[config.mk]
export PLATFORM = sky130hd
export DESIGN_NAME = meter_frame_receiver
export DESIGN_NICKNAME = d
export VERILOG_FILES = /design/src/rtl/core/mfr_pkg.sv /design/src/rtl/core/mfr_ram.sv /design/src/rtl/core/meter_frame_receiver.sv
export SDC_FILE = /design/constraint.sdc
export NUM_CORES = 2
export LEC_CHECK = 0
export ABC_AREA = 1
export BUFFER_PORTS_ARGS = -buffer_cell sky130_fd_sc_hd__buf_4
export CAP_MARGIN = 20
export CORE_ASPECT_RATIO = 1.25
export CORE_MARGIN = 2
export CORE_UTILIZATION = 40
export DETAILED_ROUTE_END_ITERATION = 6
export PLACE_DENSITY = 0.57
export RECOVER_POWER = 100
export REMOVE_ABC_BUFFERS = 1
export SYNTH_ARGS = -nofsm -noshare
export SYNTH_HDL_FRONTEND = slang
export SYNTH_SLANG_ARGS = --single-unit
[constraint.sdc]
create_clock -name clk -period 4.85 [get_ports clk]
set_input_delay 0.7275 -clock clk [delete_from_list [all_inputs] [get_ports clk]]
set_output_delay 0.7275 -clock clk [all_outputs]
set_load 0.01 [all_outputs]
[src/rtl/core/mfr_pkg.sv]
// mfr_pkg: shared types and constants of the meter frame receiver.
// Used by meter_frame_receiver in rtl/core (mfr_ram does not use it); depends on nothing.
`timescale 1ns / 1ps
`default_nettype none

package mfr_pkg;

    localparam int unsigned MAX_FRAME_DEF = 256;
    localparam int unsigned MIN_FRAME_LEN = 20;
    localparam int unsigned LEN_OFFSET    = 13;
    localparam int unsigned LEN_POS       = 10;
    localparam int unsigned LEN_W         = 9;
    localparam int unsigned BYTE_W        = 8;
    localparam int unsigned IDLE_W        = 16;
    localparam int unsigned CFG_DATA_W    = 16;
    localparam int unsigned CFG_INDEX_W   = 2;

    localparam logic [IDLE_W-1:0] IDLE_MAX          = '1;
    localparam logic [BYTE_W-1:0] START_BYTE_RESET  = 8'd104;
    localparam logic [BYTE_W-1:0] TAIL_BYTE_RESET   = 8'd22;
    localparam logic [IDLE_W-1:0] IDLE_TIMEOUT_RESET = 16'd50;

    typedef enum logic [2:0] {
        KIND_BYTE  = 3'd0,
        KIND_TICK  = 3'd1,
        KIND_CHECK = 3'd2,
        KIND_REARM = 3'd3,
        KIND_READ  = 3'd4
    } kind_t;

    typedef enum logic [CFG_INDEX_W-1:0] {
        CFG_START_BYTE   = 2'd0,
        CFG_TAIL_BYTE    = 2'd1,
        CFG_IDLE_TIMEOUT = 2'd2
    } cfg_index_t;

    typedef struct packed {
        logic [2:0]        kind;
        logic [BYTE_W-1:0] rx_byte;
        logic [BYTE_W-1:0] read_index;
    } in_req_t;

    typedef struct packed {
        logic              frame_ready;
        logic [LEN_W-1:0]  frame_length;
        logic [BYTE_W-1:0] read_data;
    } out_req_t;

endpackage

`default_nettype wire

[src/rtl/core/mfr_ram.sv]
// mfr_ram: generic single-write, single-read RAM with registered read data.
// Stand-alone; no package dependency.
`timescale 1ns / 1ps
`default_nettype none

module mfr_ram #(
    parameter int unsigned DATA_W = 8,
    parameter int unsigned DEPTH  = 256
) (
    input  wire logic                     clk,
    input  wire logic                     wr_en,
    input  wire logic [$clog2(DEPTH)-1:0] wr_addr,
    input  wire logic [DATA_W-1:0]        wr_data,
    input  wire logic                     rd_en,
    input  wire logic [$clog2(DEPTH)-1:0] rd_addr,
    output logic      [DATA_W-1:0]        rd_data
);

    logic [DATA_W-1:0] mem [DEPTH];

    always_ff @(posedge clk)
    begin
        if (wr_en)
        begin
            mem[wr_addr] <= wr_data;
        end
        if (rd_en)
        begin
            rd_data <= mem[rd_addr];
        end
    end

endmodule

`default_nettype wire

[src/rtl/core/meter_frame_receiver.sv]
// meter_frame_receiver: start/length/tail frame assembler with idle timeout.
// Depends on mfr_pkg and mfr_ram.
//
// Takes one request per clock while in_stall is low and gives one result per
// request (state update and buffer access on acceptance, then the registered buffer
// read resolved into the output register). Throughput is one request per cycle
// unless stalled, bounded by the single write and single read port of the frame
// buffer, which are never needed in the same cycle. Two result slots let a new
// request in while a finished result waits on out_stall. No clearing pass after
// reset: buffer entries are only read below the current byte count.
`timescale 1ns / 1ps
`default_nettype none

module meter_frame_receiver #(
    parameter int unsigned MAX_FRAME = mfr_pkg::MAX_FRAME_DEF
) (
    input  wire logic                               clk,
    input  wire logic                               rst_n,
    input  wire logic                               cfg_write,
    input  wire logic [mfr_pkg::CFG_INDEX_W-1:0]    cfg_index,
    input  wire logic [mfr_pkg::CFG_DATA_W-1:0]     cfg_data,
    input  wire logic                               in_valid,
    output logic                                    in_stall,
    input  wire mfr_pkg::in_req_t                   in_data,
    output logic                                    out_valid,
    input  wire logic                               out_stall,
    output mfr_pkg::out_req_t                       out_data
);

    localparam int unsigned AW = $clog2(MAX_FRAME);
    localparam int unsigned CW = $clog2(MAX_FRAME + 1);
    localparam int unsigned LW = (CW > mfr_pkg::LEN_W) ? CW : mfr_pkg::LEN_W;
    localparam int unsigned HW = (CW > mfr_pkg::BYTE_W) ? CW : mfr_pkg::BYTE_W;

    // configuration
    logic [mfr_pkg::BYTE_W-1:0] start_byte_reg;
    logic [mfr_pkg::BYTE_W-1:0] tail_byte_reg;
    logic [mfr_pkg::IDLE_W-1:0] idle_timeout_reg;

    // frame state
    logic [CW-1:0]              byte_count_reg, byte_count_next;
    logic                       ready_flag_reg, ready_flag_next;
    logic [mfr_pkg::IDLE_W-1:0] idle_ticks_reg, idle_ticks_next;
    logic [mfr_pkg::BYTE_W-1:0] first_byte_reg, first_byte_next;
    logic [mfr_pkg::BYTE_W-1:0] length_byte_reg, length_byte_next;

    // result pipeline
    logic                       a_valid_reg, a_valid_next;
    logic                       a_ready_reg;
    logic [mfr_pkg::LEN_W-1:0]  a_len_reg;
    logic                       a_hit_reg;
    logic                       b_valid_reg, b_valid_next;
    mfr_pkg::out_req_t          b_data_reg;

    logic                       in_accept;
    logic                       b_load;
    logic                       timed_out;
    logic                       wr_en;
    logic [AW-1:0]              wr_addr;
    logic                       rd_en;
    logic                       rd_hit;
    logic [mfr_pkg::BYTE_W-1:0] rd_data;

    assign b_load    = a_valid_reg && (!b_valid_reg || !out_stall);
    assign in_stall  = a_valid_reg && b_valid_reg && out_stall;
    assign in_accept = in_valid && !in_stall;
    assign timed_out = idle_ticks_reg > idle_timeout_reg;

    assign a_valid_next = in_accept || (a_valid_reg && !b_load);
    assign b_valid_next = b_load || (b_valid_reg && out_stall);

    assign rd_hit = HW'(in_data.read_index) < HW'(byte_count_reg);
    assign rd_en  = in_accept && (in_data.kind == mfr_pkg::KIND_READ);

    always_comb
    begin
        logic [CW-1:0] base;
        logic [CW-1:0] count_inc;
        logic [LW-1:0] len_sum;

        byte_count_next  = byte_count_reg;
        ready_flag_next  = ready_flag_reg;
        idle_ticks_next  = idle_ticks_reg;
        first_byte_next  = first_byte_reg;
        length_byte_next = length_byte_reg;
        wr_en            = 1'b0;
        len_sum          = '0;
        base             = byte_count_reg;
        if (timed_out || (first_byte_reg != start_byte_reg)
            || (byte_count_reg >= CW'(MAX_FRAME)))
        begin
            base = '0;
        end
        wr_addr   = AW'(base);
        count_inc = base + CW'(1);

        if (in_accept)
        begin
            case (in_data.kind)
                mfr_pkg::KIND_BYTE:
                begin
                    if (!ready_flag_reg)
                    begin
                        wr_en           = 1'b1;
                        idle_ticks_next = '0;
                        byte_count_next = count_inc;
                        if (base == '0)
                        begin
                            first_byte_next = in_data.rx_byte;
                        end
                        if (base == CW'(mfr_pkg::LEN_POS))
                        begin
                            length_byte_next = in_data.rx_byte;
                        end
                        len_sum = LW'(length_byte_next) + LW'(mfr_pkg::LEN_OFFSET);
                        if ((count_inc >= CW'(mfr_pkg::MIN_FRAME_LEN))
                            && (len_sum == LW'(count_inc))
                            && (in_data.rx_byte == tail_byte_reg))
                        begin
                            ready_flag_next = 1'b1;
                        end
                    end
                end
                mfr_pkg::KIND_TICK:
                begin
                    if (idle_ticks_reg != mfr_pkg::IDLE_MAX)
                    begin
                        idle_ticks_next = idle_ticks_reg + 16'd1;
                    end
                end
                mfr_pkg::KIND_CHECK:
                begin
                    if (timed_out && (byte_count_reg != '0))
                    begin
                        ready_flag_next = 1'b1;
                    end
                end
                mfr_pkg::KIND_REARM:
                begin
                    byte_count_next  = '0;
                    ready_flag_next  = 1'b0;
                    first_byte_next  = '0;
                    length_byte_next = '0;
                end
                default:
                begin
                end
            endcase
        end
    end

    always_ff @(posedge clk or negedge rst_n)
    begin
        if (!rst_n)
        begin
            start_byte_reg   <= mfr_pkg::START_BYTE_RESET;
            tail_byte_reg    <= mfr_pkg::TAIL_BYTE_RESET;
            idle_timeout_reg <= mfr_pkg::IDLE_TIMEOUT_RESET;
            byte_count_reg   <= '0;
            ready_flag_reg   <= 1'b0;
            idle_ticks_reg   <= mfr_pkg::IDLE_MAX;
            first_byte_reg   <= '0;
            length_byte_reg  <= '0;
            a_valid_reg      <= 1'b0;
            b_valid_reg      <= 1'b0;
        end
        else
        begin
            if (cfg_write)
            begin
                case (cfg_index)
                    mfr_pkg::CFG_START_BYTE:   start_byte_reg   <= cfg_data[7:0];
                    mfr_pkg::CFG_TAIL_BYTE:    tail_byte_reg    <= cfg_data[7:0];
                    mfr_pkg::CFG_IDLE_TIMEOUT: idle_timeout_reg <= cfg_data;
                    default:
                    begin
                    end
                endcase
            end
            byte_count_reg  <= byte_count_next;
            ready_flag_reg  <= ready_flag_next;
            idle_ticks_reg  <= idle_ticks_next;
            first_byte_reg  <= first_byte_next;
            length_byte_reg <= length_byte_next;
            a_valid_reg     <= a_valid_next;
            b_valid_reg     <= b_valid_next;
        end
    end

    always_ff @(posedge clk)
    begin
        if (in_accept)
        begin
            a_ready_reg <= ready_flag_next;
            a_len_reg   <= mfr_pkg::LEN_W'(byte_count_next);
            a_hit_reg   <= rd_hit && (in_data.kind == mfr_pkg::KIND_READ);
        end
        if (b_load)
        begin
            b_data_reg.frame_ready  <= a_ready_reg;
            b_data_reg.frame_length <= a_len_reg;
            b_data_reg.read_data    <= a_hit_reg ? rd_data : '0;
        end
    end

    mfr_ram #(
        .DATA_W (mfr_pkg::BYTE_W),
        .DEPTH  (MAX_FRAME)
    ) u_frame_store (
        .clk     (clk),
        .wr_en   (wr_en),
        .wr_addr (wr_addr),
        .wr_data (in_data.rx_byte),
        .rd_en   (rd_en),
        .rd_addr (AW'(in_data.read_index)),
        .rd_data (rd_data)
    );

    assign out_valid = b_valid_reg;
    assign out_data  = b_data_reg;

    a_count_bound: assert property (@(posedge clk) disable iff (!rst_n)
        byte_count_reg <= CW'(MAX_FRAME))
        else $error("byte count beyond buffer size");

    a_locked_drop: assert property (@(posedge clk) disable iff (!rst_n)
        (in_accept && (in_data.kind == mfr_pkg::KIND_BYTE) && ready_flag_reg)
        |=> ($stable(byte_count_reg) && $stable(idle_ticks_reg) && ready_flag_reg))
        else $error("byte taken while frame locked");

    a_byte_clears_idle: assert property (@(posedge clk) disable iff (!rst_n)
        (in_accept && (in_data.kind == mfr_pkg::KIND_BYTE) && !ready_flag_reg)
        |=> (idle_ticks_reg == '0) && (byte_count_reg != '0))
        else $error("stored byte did not restart idle time");

    a_ready_source: assert property (@(posedge clk) disable iff (!rst_n)
        $rose(ready_flag_reg) |-> $past(in_accept
            && ((in_data.kind == mfr_pkg::KIND_BYTE)
                || (in_data.kind == mfr_pkg::KIND_CHECK))))
        else $error("frame ready set without byte or check");

endmodule

`default_nettype wire
==> results_dict.tcl <==
set metrics [dict create \
    outcome "complete, but fails checks" \
    violations "capacitance limit, slew limit" \
    critPathRequiredTime_ns 5.43 \
    place_ws_ns 0.222 \
    drive_gt1_share_pct 8.35 \
    core-area_sq_mm 0.216 \
    first_pass_iters 7 \
    netlist_instances 6967 \
    power_mw 39.3 \
    path_class "primary input to flop" \
    crit_top_cell "clkbuf_1" \
    numCtsBuffers 211 \
    timing.final.ws_setup_ns 0.144 \
    gp_congestion 0.927 \
    vias 57100 \
    portBuffers 61 \
    rsz0062_at_grt "false" \
    final_antenna_net_count 0 \
    finalSetupViolCount 0 \
    grt_max_degree 147 \
    worstPathArrival_ns 5.28 \
    p_int_mw 30.3 \
    min_period_over_period_pct 97.0 \
    p_sw_share_pct 22.8 \
    ys_seq_elements 2161 \
    synthFlopType "edfxtp_1" \
    antenna_found_initial 16 \
    place_hpwl_microns 158000 \
    holdWs_ns 0.0985 \
    r2r_cells 14 \
    end_kind "flop" \
    grt_pass1_wl_microns 378000 \
    grt_util_all_layers_pct 22.9 \
    num_rows 191 \
    r2r-end "u_frame_store.mem[51][2]$_DFFE_PP_" \
    clock_latency_ns 0.87 \
    synth.most_common_cell "edfxtp_1" \
    cts_sinks 2161 \
    yosysTopAreaCellShare_pct 72.1 \
    max-slew-margin-rel_pct -178 \
    drtIter0Drc 5713 \
    yosysUniqueCellTypes 41 \
    combPwrFrac_pct 6.7 \
    cp-start-kind "primary input" \
    grt_pass1_vias 55700 \
    timing.critical_path.buf_inv 3 \
    slowest_delay_ns 2.31 \
    synthTopCellsByArea "edfxtp_1 72%, o21ai_0 7.8%, nor2_1 7.5%" \
    wire_per_inst_microns 25.6 \
    seq_area_frac_synth_pct 74.3 \
    cp_top_family "buffers and inverters" \
    cts.path.max_buffers 4 \
    fin_worst_skew_ns 0.0482 \
    initial_core_util_pct 40.2 \
    peakVddDrop_mv 0.277 \
    area_growth_pct 13.0 \
    cp_max_fo 53 \
    regToRegSetupSlack_ns 0.21 \
    holdPathStages 3 \
    largest_reg_flops 2048 \
    fmax_mhz 212 \
    maxCapViolations 21 \
    syn_area_sq_mm 0.0869 \
    hold_start "out_stall" \
    whs_endpoint "out_valid$_DFF_PN0_" \
    wirelength_microns 259000 \
    hold_class "primary input to flop" \
    die_h_microns 525 \
    power.switching_mw 8.97 \
    syn_area_per_cell_sq_um 12.5 \
    power_leakage_nw 31.2 \
    hold_violations 0 \
    synth_common_cells "2085 x edfxtp_1, 1735 x nor2_1, 1361 x o21ai_0" \
    h-tree-depth 4 \
    dieArea_sq_mm 0.221 \
    die_width_microns 421 \
    overflow 0 \
    powerDensity_mw_per_mm2 401 \
    finalMaxSlewViolations 1525 \
    final_util_pct 45.4 \
    tightest_slew_ns 4.16 \
    vias_per_cell 5.65 \
    drc_errors 0 \
    timing.rr.start "out_valid$_DFF_PN0_" \
    synth_edf_count 2085 \
    crit_chain "clkbuf_1 -> clkbuf_1 -> clkbuf_4" \
    clkPwrFrac_pct 40.6 \
    nets 7121 \
    io_pins 62 \
    regMostFlops "u_frame_store.mem" \
    clk_pin_slew_ns 0.06 \
    yosys.area.top_type "edfxtp_1" \
    cts_setup_buffers 0 \
    async_reset_ff_share_pct 3.52 \
    ys_warn_count 0 \
    period_minus_slack_ns 4.71 \
    seq_power_share_pct 52.7 \
    cts_root_buffer "clkbuf_16" \
    cp_slowest_cell "clkbuf_1" \
    nFillCells 19400 \
    cts_tree "yes" \
]
logic make-up after synthesis:
group,after synthesis,synth area share [%]
buffers and inverters,629,2.82
adders and majority gates,29,0.418
and+or+nand+nor,2039,9.08
DFF,2161,74.3
xor gates and xnor gates,13,0.131
AOI/OAI and AO/OA,2096,13.3
worst min-delay path: cells and delay by family:
| kind | cells | cell delay (ns) |
|---|---|---|
| AND/OR/NAND/NOR | 2 | 0.11 |
| buffers and inverters | 1 | 0.09 |
stage by stage:
| step | instances | cell area, sq um | TNS (ns) |
|---|---|---|---|
| finish | 10100 | 98100 | 0 |
| CTS | 10100 | 98700 | 0 |
| floorplan | 6468 | 84900 | -93.96 |
| global placement | 9730 | 92100 | 0 |
| detailed placement | 9730 | 92100 | 0 |
| global route | 10100 | 98100 | 0 |
per-layer routing:
layer / up-vias / global-route usage [%] / wire [microns]
li1: 25800 / - / -
met1: 28600 / 29.4 / 102000
met2: 2172 / 38.5 / 128000
met3: 482 / 2.74 / 15500
met4: 2 / 11.0 / 12900
met5: - / 0 / 16
power groups by stage:
stage	combinational [mW]	clock [mW]	sequential, mW
after CTS	2.68	16.2	20.7
after floorplan	1.32	0	21.0
after global placement	2.65	0	21.1
after global routing	2.86	16.9	20.7
final	2.64	16.0	20.7
after detailed placement	2.67	0	21.1
cells in the final DEF, fill, tap and decap left out, types with 45 or more instances in the layout:
cell type / count
o32ai_1: 56
clkinv_1: 45
o22ai_1: 635
buf_4: 195
dfrtp_1: 51
nor2_1: 1734
o21ai_0: 1361
clkbuf_16: 212
edfxtp_1: 2085
nand3_1: 49
inv_1: 124
nand2_1: 192
clkbuf_1: 148
worst max-delay path by stage:
stage,start,to,slack (ns),cells after the start
3_5_place_dp,idle_timeout_reg[5]$_DFFE_PN1P_,a_ready_reg$_DFFE_PP_,0.22,26
6_report,in_data[13],u_frame_store.mem[66][5]$_DFFE_PP_,0.14,3
3_3_place_gp,idle_timeout_reg[5]$_DFFE_PN1P_,a_ready_reg$_DFFE_PP_,0.27,26
5_1_grt,idle_timeout_reg[5]$_DFFE_PN1P_,a_ready_reg$_DFFE_PP_,0.00009,26
2_1_floorplan,in_data[0],u_frame_store.rd_data[7]$_DFFE_PP_,-11.76,9
4_1_cts,idle_timeout_reg[5]$_DFFE_PN1P_,a_ready_reg$_DFFE_PP_,0.19,26
final cells by class:
type | instances | area, sq um | share of cell area, %
sequential | 2161 | 64500 | 65.8
antenna | 7 | 17.5 | 0.0178
inverter | 130 | 513 | 0.523
timing repair buffer | 369 | 2910 | 2.96
multi-input combinational | 4177 | 20000 | 20.4
tap | 2895 | 3620 | 3.69
clock buffer | 260 | 5530 | 5.63
clock inverter | 114 | 1040 | 1.06
repair_timing:
| item | CTS | global route |
|---|---|---|
| hold endpoints to repair | 0 | 18 |
| hold buffers | 0 | 1 |
| setup endpoints to repair | 0 | 2 |
| gates resized for setup | 0 | 4 |
(Power assumes the default switching activity.)
